==> src/ssetc_pkg.sv <==
// ----------------------------------------------------------------------------
// ssetc_pkg
// shared constants for the subarray sum counter
// ----------------------------------------------------------------------------
`timescale 1ns / 1ps

package ssetc_pkg;

  localparam int SUM_BITS          = 32;
  localparam int COUNT_BITS        = 20;
  localparam int MAX_ITEMS_DEF     = 1024;
  localparam int TABLE_DEPTH_DEF   = 2048;
  localparam int ELEMENT_BITS_DEF  = 16;

  localparam logic [COUNT_BITS-1:0] COUNT_MAX = 20'hFFFFF;
  localparam logic [SUM_BITS-1:0]   HASH_MULT = 32'h9E3779B1;

endpackage

==> src/ssetc_home_unit.sv <==
// ----------------------------------------------------------------------------
// ssetc_home_unit
// home slot of a key: multiplicative hash, then reduction modulo table depth
// ----------------------------------------------------------------------------
`timescale 1ns / 1ps

module ssetc_home_unit #(
  parameter int TABLE_DEPTH = ssetc_pkg::TABLE_DEPTH_DEF,
  parameter int AW          = $clog2(TABLE_DEPTH)
) (
  input  logic                          clk,
  input  logic                          rst_n,
  input  logic                          start,
  input  logic [ssetc_pkg::SUM_BITS-1:0] key,
  output logic                          done,
  output logic [AW-1:0]                 slot
);
  import ssetc_pkg::*;

  localparam bit IS_POW2 = (TABLE_DEPTH & (TABLE_DEPTH - 1)) == 0;
  localparam int CW      = $clog2(SUM_BITS);

  typedef enum logic [1:0] {H_IDLE, H_MUL, H_DIV} hstate_t;

  hstate_t             state_r;
  logic [SUM_BITS-1:0] prod_r;
  logic [AW-1:0]       rem_r;
  logic [CW-1:0]       cnt_r;
  logic                done_r;
  logic [AW-1:0]       slot_r;
  logic [AW:0]         shifted;
  logic [AW:0]         reduced;

  assign shifted = {rem_r, prod_r[SUM_BITS-1]};
  assign reduced = (shifted >= (AW+1)'(TABLE_DEPTH)) ? shifted - (AW+1)'(TABLE_DEPTH)
                                                     : shifted;

  always_ff @(posedge clk) begin
    if (!rst_n) begin
      state_r <= H_IDLE;
      done_r  <= 1'b0;
    end else begin
      done_r <= 1'b0;
      case (state_r)
        H_IDLE: begin
          if (start) begin
            prod_r  <= key * HASH_MULT;
            state_r <= H_MUL;
          end
        end
        H_MUL: begin
          if (IS_POW2) begin
            slot_r  <= prod_r[AW-1:0];
            done_r  <= 1'b1;
            state_r <= H_IDLE;
          end else begin
            rem_r   <= '0;
            cnt_r   <= CW'(SUM_BITS - 1);
            state_r <= H_DIV;
          end
        end
        H_DIV: begin
          rem_r  <= AW'(reduced);
          prod_r <= {prod_r[SUM_BITS-2:0], 1'b0};
          cnt_r  <= cnt_r - 1'b1;
          if (cnt_r == '0) begin
            slot_r  <= AW'(reduced);
            done_r  <= 1'b1;
            state_r <= H_IDLE;
          end
        end
        default: state_r <= H_IDLE;
      endcase
    end
  end

  assign done = done_r;
  assign slot = slot_r;

endmodule

==> config.mk <==
export PLATFORM = sky130hd
export DESIGN_NAME = ssetc_home_unit
export DESIGN_NICKNAME = d
export VERILOG_FILES = /design/src/ssetc_pkg.sv /design/src/ssetc_home_unit.sv
export SDC_FILE = /design/constraint.sdc
export NUM_CORES = 1
export LEC_CHECK = 0
export BUFFER_PORTS_ARGS = -buffer_cell sky130_fd_sc_hd__buf_2
export CAP_MARGIN = 0
export CELL_PAD_IN_SITES_DETAIL_PLACEMENT = 1
export CELL_PAD_IN_SITES_GLOBAL_PLACEMENT = 2
export CORE_MARGIN = 8
export CORE_UTILIZATION = 36
export DETAILED_ROUTE_END_ITERATION = 10
export PLACE_DENSITY = 0.82
export SETUP_SLACK_MARGIN = 0.05
export SYNTH_ARGS = -nofsm -noshare
export SYNTH_HDL_FRONTEND = slang
export SYNTH_SLANG_ARGS = --single-unit
==> constraint.sdc <==
create_clock -name clk -period 12.6 [get_ports clk]
set_input_delay 0.63 -clock clk [delete_from_list [all_inputs] [get_ports clk]]
set_output_delay 0.63 -clock clk [all_outputs]
set_load 0.02 [all_outputs]
* After elaboration in Yosys (flattened, before gate mapping) *
Index checks and enable logic that the tools add are counted.

cells by class
  add/sub/neg operators = 2
  $mul = 1
  div/mod/pow operators = 0
  magnitude comparators = 1
  equal/unequal tests = 4
  shifts and indexed selects = 0
  multiplexer cells = 10
  bitwise gates (word level) = 0
  reductions and logical operators = 8

operators by type and width
  kind                    count
  $pmux 32 s2             1
  $mul 32x32->32 const B  1
  $mux 32                 1
  $mux 11                 2
  $pmux 11 s2             1
  $ge 12x12->1 const B    1
  $sub 11x1->11 const B   1
  $reduce_and 3->1        2
  $logic_not 5->1         1
  $sub 5x1->5 const B     1
  $mux 2                  2
  $ne 2x2->1 const B      2
  $pmux 2 s2              1
  $reduce_and 2->1        2
  $reduce_bool 2->1       2
  $eq 2x1->1 const B      1
  $eq 2x2->1 const B      1
  $logic_not 2->1         1
  $pmux 1 s2              1
  $mux 1                  1

word-level totals
  register bits = 62
  bits in latches = 0
  bits in writable memories = 0
  memory bits (read-only) = 0
  bits of input ports = 35
  output and inout port bits = 12
  logic and storage cells = 32
  memories kept = 0

* Longest topological paths before layout *
Gate-level depths: netlist of run 1.

  depth in word-level cells = 4
  gate-level depth with buffers = 12
  depth with buffers taken out = 12

* Worst setup path after synthesis of run 1 *
OpenSTA, ideal clock, no wires.

  kind = input port to flip-flop
  start point = input key[2] in the netlist's numbering
  end point = register prod_r[10], data pin
  setup time = 260 ps
  arrival = 4301 ps
  required time = 12340 ps
  slack = 8039 ps
  stages = 12
  buffers on the path = 0
  cell sequence = ha_1 -> ha_1 -> ha_1 -> ha_1 -> ha_1 -> ha_1 -> fa_1 -> fa_1 -> ha_1 -> a21oi_1 -> xnor3_1 -> xnor2_1

between the ends
  cells in the longest elaborated chain, start to end = 3

RTL lines
  element               RTL line               text
  start, declared       ssetc_home_unit.sv:14  input logic [ssetc_pkg::SUM_BITS-1:0] key,
  $mul 32x32->32        ssetc_home_unit.sv:47  prod_r <= key * HASH_MULT;
  $mux 32               ssetc_home_unit.sv:46  if (start) begin
  $pmux 32 s2           ssetc_home_unit.sv:44  case (state_r)
  end signal, assigned  ssetc_home_unit.sv:47
  end signal, assigned  ssetc_home_unit.sv:64  prod_r <= {prod_r[SUM_BITS-2:0], 1'b0};
  end, declared         ssetc_home_unit.sv:26  logic [SUM_BITS-1:0] prod_r;

No other way between the ends. The select of a mux whose other input is x is not followed.
A chain may end at the register's enable or synchronous reset.

* Worst setup path in the final report of run 1 *
Ends and elaborated chain as after synthesis.

==> results of run 1 <==
==> report_power, final <==
| group | internal (uW) | total, uW | leakage [uW] | switching, uW |
|---|---|---|---|---|
| registers | 100 | 102 | 0.000219 | 1.76 |
| logic | 46.5 | 87.8 | 0.000479 | 41.3 |
| clock network | 21.7 | 43.2 | 0.0000231 | 21.5 |
| total | 169 | 233 | 0.000722 | 64.6 |
==> path summary, 6_finish.rpt <==
kind              cells past startpoint  slack [ps]          to
setup / recovery                     13        7960  prod_r[10]
hold / removal                        0         430     slot[2]
setup reg to reg                      1       11260   prod_r[2]
hold reg to reg                       0         430     slot[2]
==> kinds of logic (layout without fill, tap and decap cells) <==
| family | Yosys count | count (layout) | synth area share |
|---|---|---|---|
| buffers and inverters | 0 | 29 | 0 |
| XOR/XNOR | 15 | 15 | 0.1056 |
| AND/OR/NAND/NOR | 5 | 5 | 0.01729 |
| adder cells (fa/ha/maj) | 36 | 36 | 0.3494 |
| flip-flops | 24 | 24 | 0.5096 |
| AO/OA/AOI/OAI | 4 | 4 | 0.01820 |
==> synth_stat cells <==
cell / number / share of area
edfxtp_1: 22 / 0.48
and2_1: 2 / 0.0091
fa_1: 4 / 0.058
xnor2_1: 13 / 0.083
dfxtp_1: 2 / 0.029
xor2_1: 1 / 0.0064
a21oi_1: 2 / 0.0073
a21o_1: 2 / 0.011
nor2_1: 2 / 0.0055
xnor3_1: 1 / 0.016
nand2_1: 1 / 0.0027
ha_1: 32 / 0.29
==> flip-flops by register name (all words and copies together) (netlist names) <==
name and flops:
slot 11, state_r 1, done 1, prod_r 11
==> metrics by stage <==
stage	area (um2)	std cells	utilization
final	1605	161	0.4385
after global routing	1605	161	0.4385
after CTS	1605	161	0.4385
after floorplan	1375	84	-
after global placement	1560	157	0.4262
after detailed placement	1560	157	0.4262
==> area by class of cell <==
cell class                 count  area [um2]  area share
multi-input combinational     60       674.4      0.4201
clock buffer                   3       41.29     0.02572
sequential                    24       700.7      0.4365
timing repair buffer          25       125.1     0.07794
clock inverter                 1       3.754    0.002338
tap                           48       60.06     0.03741
==> per-layer routing <==
| metal | track usage | wire length, um | vias up |
|---|---|---|---|
| met5 | 0 | 0 | - |
| met4 | 0.03396 | 36 | 0 |
| met3 | 0.02650 | 161 | 5 |
| met2 | 0.1378 | 1040 | 25 |
| met1 | 0.07920 | 922 | 347 |
| li1 | - | - | 369 |
==> results.json, run 1 <==
{
  "status": "completed",
  "critPathRequiredTime_ps": 12610,
  "synthToLayoutAreaGrowth_pct": 16.74,
  "layout.nets": 185,
  "r2r-start": "state_r[0]",
  "crit_top_cell": "ha_1",
  "via_per_inst": 4.634,
  "grt_overflow_total": 0,
  "worst_slew_pin_slew_ps": 819.1,
  "vias": 746,
  "syn_area_mm2": 0.001375,
  "skew_ps": 7.455,
  "critPathSlowestCell": "fa_1",
  "grt_max_degree": 14,
  "crit_family": "adder cells",
  "grt_pass1_vias": 872,
  "crit_arrival_ps": 4640,
  "cts_resized": 0,
  "dp_slack_ps": 7632,
  "final_common_cell": "ha_1",
  "synth.avg_cell_area_um2": 16.37,
  "cts_tree": "built",
  "die_width_um": 77.81,
  "critPathLaunchType": "input port",
  "firstDrtPassIters": 4,
  "endpoint_kind": "flip-flop",
  "fp-row-count": 22,
  "gp_congestion": 0.7011,
  "core_mm2": 0.003661,
  "clockRootBuffer": "clkbuf_8",
  "final_cell_mix": "ha_1 (32), buf_2 (25), edfxtp_1 (22)",
  "crit_path_max_fanout": 5,
  "min_path_type": "reg -> reg",
  "syn_nets": 155,
  "gr-usage-all-layers": 0.07703,
  "start_util": 0.3756,
  "finalPower_uw": 233.2,
  "timing.hold.ws_ps": 425.3,
  "crit_chain": "buf_2 > ha_1 > ha_1 > ha_1 > ha_1 > ha_1 > ha_1 > fa_1 > fa_1 > ha_1 > a21oi_1 > xnor3_1 > xnor2_1",
  "numPortBuffers": 25,
  "drc": 0,
  "fin_crit_ps": 4636,
  "clock_path_buffers": 2,
  "grt_first_pass_wirelength_mm": 3.801,
  "slew_violations": 0,
  "cts_made_buffers": 3,
  "drtIter0Drc": 17,
  "hold_viol_final": 0,
  "dieArea_mm2": 0.006054,
  "synth_seq_cells": 24,
  "ioPinCount": 47,
  "synth_cells": 84,
  "crit_path_max_incr_delay_ps": 510,
  "antennaDiodeCount": 0,
  "cts_sinks": 24,
  "relSlewSlack": 0.4519,
  "fmax_mhz": 215.7,
  "yosysWarnings": 0,
  "wl_mm": 2.161,
  "min_period_over_period": 0.3679,
  "crit_start": "key[2]",
  "insertion_delay_ps": 260,
  "critical_path_class": "in -> reg",
  "layout_setup_ws_ps": 7964,
  "drive_above_1_share": 0.2478,
  "wire_per_inst_um": 13.42,
  "hold_start": "prod_r[2]",
  "setup_viol": 0,
  "rsz0062_at_grt": "no",
  "timing.critical_path.buf_inv": 1,
  "die_y_um": 77.81,
  "ant_nets": 0,
  "cts-htree-levels": 1,
  "antenna_found_initial": 0,
  "ir_worst_vdd_mv": 0.05030,
  "cap_viol_max_count": 0,
  "cts_hold_repair.buffers": 0,
  "fillCellCount": 394,
  "powerDensity_mw_per_mm2": 145.2,
  "clk_pin_slew_ps": 80,
  "leakagePower_uw": 0.0007220,
  "yosysSeqAreaShare": 0.5096,
  "hpwl_mm": 1.948,
  "setup_tns_ps": 0,
  "cts_setup_buffers": 0,
  "synth.distinct_cells": 12
}
No activity file was read; power rests on OpenSTA's default activity.
==> inputs of run 2 (changes only) <==
- CORE_UTILIZATION: 36 -> 30
- PLACE_DENSITY: 0.82 -> 0.73
- clock period: 12.6 -> 3.93 ns (I/O delays scaled with it)
==> run 2 against run 1 <==
Against the previous run: first-iteration DRC count decreased by 29%; critical endpoint unchanged; worst hold slack lost 250 ps; die area is 16% higher; cell count up 6.8%; sequential share of layout area is 3.3 points lower; clock skew shrank 2.6 ps; clock power rose to 3.3 times the previous value; final area is 8.2% higher; wire length is 41% higher; non-clock buffer count rose by 7; critical path depth did not move.
==> results.json, run 2 (same netlist as run 1, synthesis figures left out) <==
{
  "min_period_over_period": 0.9675,
  "dieArea_mm2": 0.007006,
  "numPortBuffers": 25,
  "vias": 786,
  "ant_nets": 0,
  "worst_slew_pin_slew_ps": 804.7,
  "wl_mm": 3.057,
  "clock_path_buffers": 2,
  "hold_start": "start",
  "fp-row-count": 24,
  "fmax_mhz": 263.0,
  "critPathSlowestCell": "fa_1",
  "setup_tns_ps": 0,
  "grt_pass1_vias": 943,
  "gr-usage-all-layers": 0.08301,
  "gp_congestion": 0.7226,
  "core_mm2": 0.004384,
  "powerDensity_mw_per_mm2": 498.1,
  "cts_made_buffers": 3,
  "via_per_inst": 4.570,
  "firstDrtPassIters": 2,
  "cts-htree-levels": 1,
  "critical_path_class": "in -> reg",
  "cts_sinks": 24,
  "die_y_um": 83.70,
  "drtIter0Drc": 12,
  "clk_pin_slew_ps": 80,
  "ir_worst_vdd_mv": 0.1156,
  "wire_per_inst_um": 17.77,
  "cts_setup_buffers": 0,
  "antenna_found_initial": 0,
  "start_util": 0.3136,
  "drive_above_1_share": 0.3417,
  "crit_top_cell": "ha_4",
  "final_cell_mix": "ha_1 (27), buf_2 (25), edfxtp_1 (22)",
  "grt_max_degree": 14,
  "min_path_type": "in -> reg",
  "cap_viol_max_count": 0,
  "status": "completed",
  "final_common_cell": "ha_1",
  "endpoint_kind": "flip-flop",
  "critPathLaunchType": "input port",
  "crit_chain": "buf_2 > ha_1 > ha_1 > ha_1 > ha_4 > ha_4 > ha_4 > fa_1 > fa_1 > ha_4 > a21oi_4 > xnor3_1 > xnor2_1",
  "grt_first_pass_wirelength_mm": 4.657,
  "hpwl_mm": 2.469,
  "r2r-end": "prod_r[3]",
  "leakagePower_uw": 0.0007595,
  "antennaDiodeCount": 0,
  "insertion_delay_ps": 260,
  "slew_violations": 0,
  "fin_crit_ps": 3802,
  "numPlacedInstances": 168,
  "rsz0062_at_grt": "no",
  "grt_overflow_total": 0,
  "ioPinCount": 47,
  "worstHoldPathCells": 3,
  "layout.nets": 192,
  "clockRootBuffer": "clkbuf_8",
  "crit_path_max_fanout": 2,
  "critPathRequiredTime_ps": 3940,
  "skew_ps": 4.904,
  "timing.critical_path.buf_inv": 1,
  "relSlewSlack": 0.4616,
  "crit_family": "adder cells",
  "hold_viol_final": 0,
  "crit_arrival_ps": 3810,
  "rr_worst_depth": 1,
  "whs_endpoint": "state_r[0]",
  "cts_tree": "built",
  "synthToLayoutAreaGrowth_pct": 26.30,
  "r2r_slack_ps": 2590,
  "fin_cells": 172,
  "crit_path_max_incr_delay_ps": 560,
  "setup_viol": 0,
  "r2r-start": "state_r[0]",
  "die_width_um": 83.70,
  "drc": 0
}
run 2: cell types whose count changed in the layout (fill, tap and decap cells not counted), sizes merged:
cell	delta
buf	+7
clkbuf	+1
clkinv	-1
run 2: final cells by class:
class                   count  area, um2
well taps                  52      65.06
fillers                   466       2648
multi-input cells          60      748.2
repair buffers             32      177.7
clock buffers               4      45.04
flip-flops and latches     24      700.7
run 2: routing by layer:
layer / up-vias / track usage / part of all wire
met1: 380 / 0.07848 / 0.38
met2: 20 / 0.1663 / 0.56
met3: 2 / 0.02539 / 0.052
li1: 384 / - / -
met5: - / 0 / 0
met4: 0 / 0.01884 / 0.0039
run 2: worst max-delay path by stage:
stage | from | end | slack [ps] | cells past startpoint
final | key[2] | prod_r[10] | 130 | 13
after detailed placement | key[2] | prod_r[10] | -180 | 13
after global routing | key[2] | prod_r[10] | 30 | 13
after floorplan | key[2] | prod_r[10] | 60 | 12
after CTS | key[2] | prod_r[10] | 70 | 13
after global placement | key[2] | prod_r[10] | -170 | 13
run 2: report_power, final:
part	switching, uW	leakage [uW]	internal (uW)
combinational	173	0.000517	220
clock	71.1	0.0000228	72.1
sequential	6.71	0.000219	322
total	251	0.000760	614
run 2: repair_timing:
item,CTS,global route
hold buffers,0,0
hold endpoints to repair,0,0
resized for setup,0,5
setup endpoints to repair,0,1
run 2: stage by stage:
stage,hold WS [ps],power [uW],instance area (um2),setup WS [ps],util
floorplan,295.4,581.3,1391,62.48,-
global placement,403.5,668.6,1634,-166.8,0.3727
detailed placement,408.0,686.0,1634,-184.8,0.3727
CTS,166.9,834.1,1679,73.86,0.3830
global route,199.1,930.0,1737,29.10,0.3961
finish,172.7,865.0,1737,127.6,0.3961
==> inputs of run 3 (changes only) <==
- CORE_UTILIZATION: 30 -> 36
- PLACE_DENSITY: 0.73 -> 0.82
- clock period: 3.93 -> 4.5 ns (I/O delays scaled with it)
==> run 3 against run 2 <==
Against the previous run: wire length shrank 25%; critical path depth unchanged; clock-buffer cell count fell by 1; final area decreased by 4.3%; die area down 14%; sequential cell count unchanged; via count shrank 3.2%.
==> results.json, run 3 (same netlist as run 1, synthesis figures left out) <==
{
  "status": "completed",
  "final_cell_mix": "ha_1 (32), buf_2 (25), edfxtp_1 (22)",
  "cts_sinks": 24,
  "wl_mm": 2.305,
  "final_common_cell": "ha_1",
  "clockRootBuffer": "clkbuf_8",
  "drtIter0Drc": 22,
  "leakagePower_uw": 0.0007538,
  "numPlacedInstances": 161,
  "die_width_um": 77.81,
  "start_util": 0.3756,
  "critPathSlowestCell": "fa_1",
  "critPathRequiredTime_ps": 4520,
  "cts_resized": 0,
  "fmax_mhz": 237.4,
  "grt_first_pass_wirelength_mm": 3.891,
  "switching_share": 0.2559,
  "drive_above_1_share": 0.2821,
  "rsz0062_at_grt": "no",
  "dieArea_mm2": 0.006054,
  "crit_top_cell": "ha_1",
  "gp_congestion": 0.7176,
  "numPortBuffers": 25,
  "setup_tns_ps": 0,
  "firstDrtPassIters": 5,
  "cts-htree-levels": 1,
  "via_per_inst": 4.612,
  "grt_overflow_total": 0,
  "layout.nets": 189,
  "slew_violations": 0,
  "min_path_type": "in -> reg",
  "fin_cells": 165,
  "core_mm2": 0.003661,
  "vias": 761,
  "gr-usage-all-layers": 0.08121,
  "min_period_over_period": 0.9360,
  "worst_slew_pin_slew_ps": 836.4,
  "cap_viol_max_count": 0,
  "worstHoldPathCells": 2,
  "antennaDiodeCount": 0,
  "relSlewSlack": 0.4403,
  "rr_worst_depth": 1,
  "p_int_uw": 544.0,
  "seqPwrFrac": 0.391,
  "hpwl_mm": 2.052,
  "r2r-start": "state_r[0]",
  "critical_path_class": "in -> reg",
  "crit_start": "key[2]",
  "hold_viol_final": 0,
  "ioPinCount": 47,
  "synthToLayoutAreaGrowth_pct": 20.84,
  "p_sw_uw": 187.1,
  "grt_max_degree": 15,
  "skew_ps": 0.8409,
  "crit_arrival_ps": 4230,
  "endpoint_kind": "flip-flop",
  "wire_per_inst_um": 13.97,
  "antenna_found_initial": 0,
  "hold_start": "rst_n",
  "cts_made_buffers": 3,
  "crit_chain": "buf_2 > ha_1 > ha_1 > ha_1 > ha_1 > ha_1 > ha_1 > fa_1 > fa_1 > ha_1 > a21oi_1 > xnor3_1 > xnor2_1",
  "fin_crit_ps": 4212,
  "cts_hold_repair.buffers": 0,
  "dpl_cell_area_mm2": 0.001590,
  "setup_viol": 0,
  "combPwrFrac": 0.363,
  "fillCellCount": 386,
  "design_area_mm2": 0.001662,
  "crit_path_max_incr_delay_ps": 520,
  "drc": 0,
  "clock_path_buffers": 2,
  "critPathLaunchType": "input port",
  "clockPowerShare": 0.246,
  "fp-row-count": 22,
  "die_y_um": 77.81,
  "crit_path_max_fanout": 2,
  "grt_pass1_vias": 831,
  "cts_setup_buffers": 0,
  "powerDensity_mw_per_mm2": 440.0,
  "ant_nets": 0,
  "ir_worst_vdd_mv": 0.1197,
  "cts_tree": "built",
  "clk_pin_slew_ps": 80,
  "insertion_delay_ps": 260
}
==> run 3: layout make-up <==
cell class	instances	area [um2]	area share
Sequential cell	24	700.7	0.4217
Multi-Input combinational cell	60	674.4	0.4059
Timing Repair Buffer	29	155.1	0.09337
Tap cell	48	60.06	0.03614
Clock buffer	3	41.29	0.02485
Clock inverter	1	30.03	0.01807
==> run 3: through the flow <==
step	setup slack, ps	hold slack (ps)	total power [uW]	util
finish	287.8	195.0	731.1	0.4539
global route	137.8	204.9	783.5	0.4539
CTS	222.4	188.6	748.8	0.4539
detailed placement	-54.81	406.3	564.4	0.4344
global placement	6.516	401.4	550.0	0.4344
floorplan	343.7	323.9	485.6	-
==> run 3: worst paths after layout <==
kind / end / slack [ps]
worst min register to register: slot[3] / 420
worst min-delay path: done / 190
worst max-delay path: prod_r[10] / 290
worst max register to register: prod_r[7] / 3150
==> run 3: layer usage <==
metal | vias up | track usage | part of all wire | wire [um]
li1 | 378 | - | - | -
met1 | 357 | 0.08155 | 0.40 | 920
met2 | 24 | 0.1504 | 0.52 | 1195
met3 | 2 | 0.02880 | 0.076 | 175
met4 | 0 | 0.02830 | 0.0061 | 14
met5 | - | 0 | 0 | 0
==> run 3: critical path, delay by kind of cell <==
| kind | cells | cell delay [ps] |
|---|---|---|
| adders and majority gates | 9 | 3140 |
| buffers and inverters | 1 | 110 |
| AOI/OAI and AO/OA | 1 | 190 |
| xor gates and xnor gates | 2 | 570 |
==> run 3: power groups by stage <==
stage	Sequential, uW	Clock [uW]	Combinational (uW)
CTS	286	186	276
detailed placement	291	0	273
global route	288	192	304
floorplan	294	0	192
finish	286	180	265
global placement	289	0	261
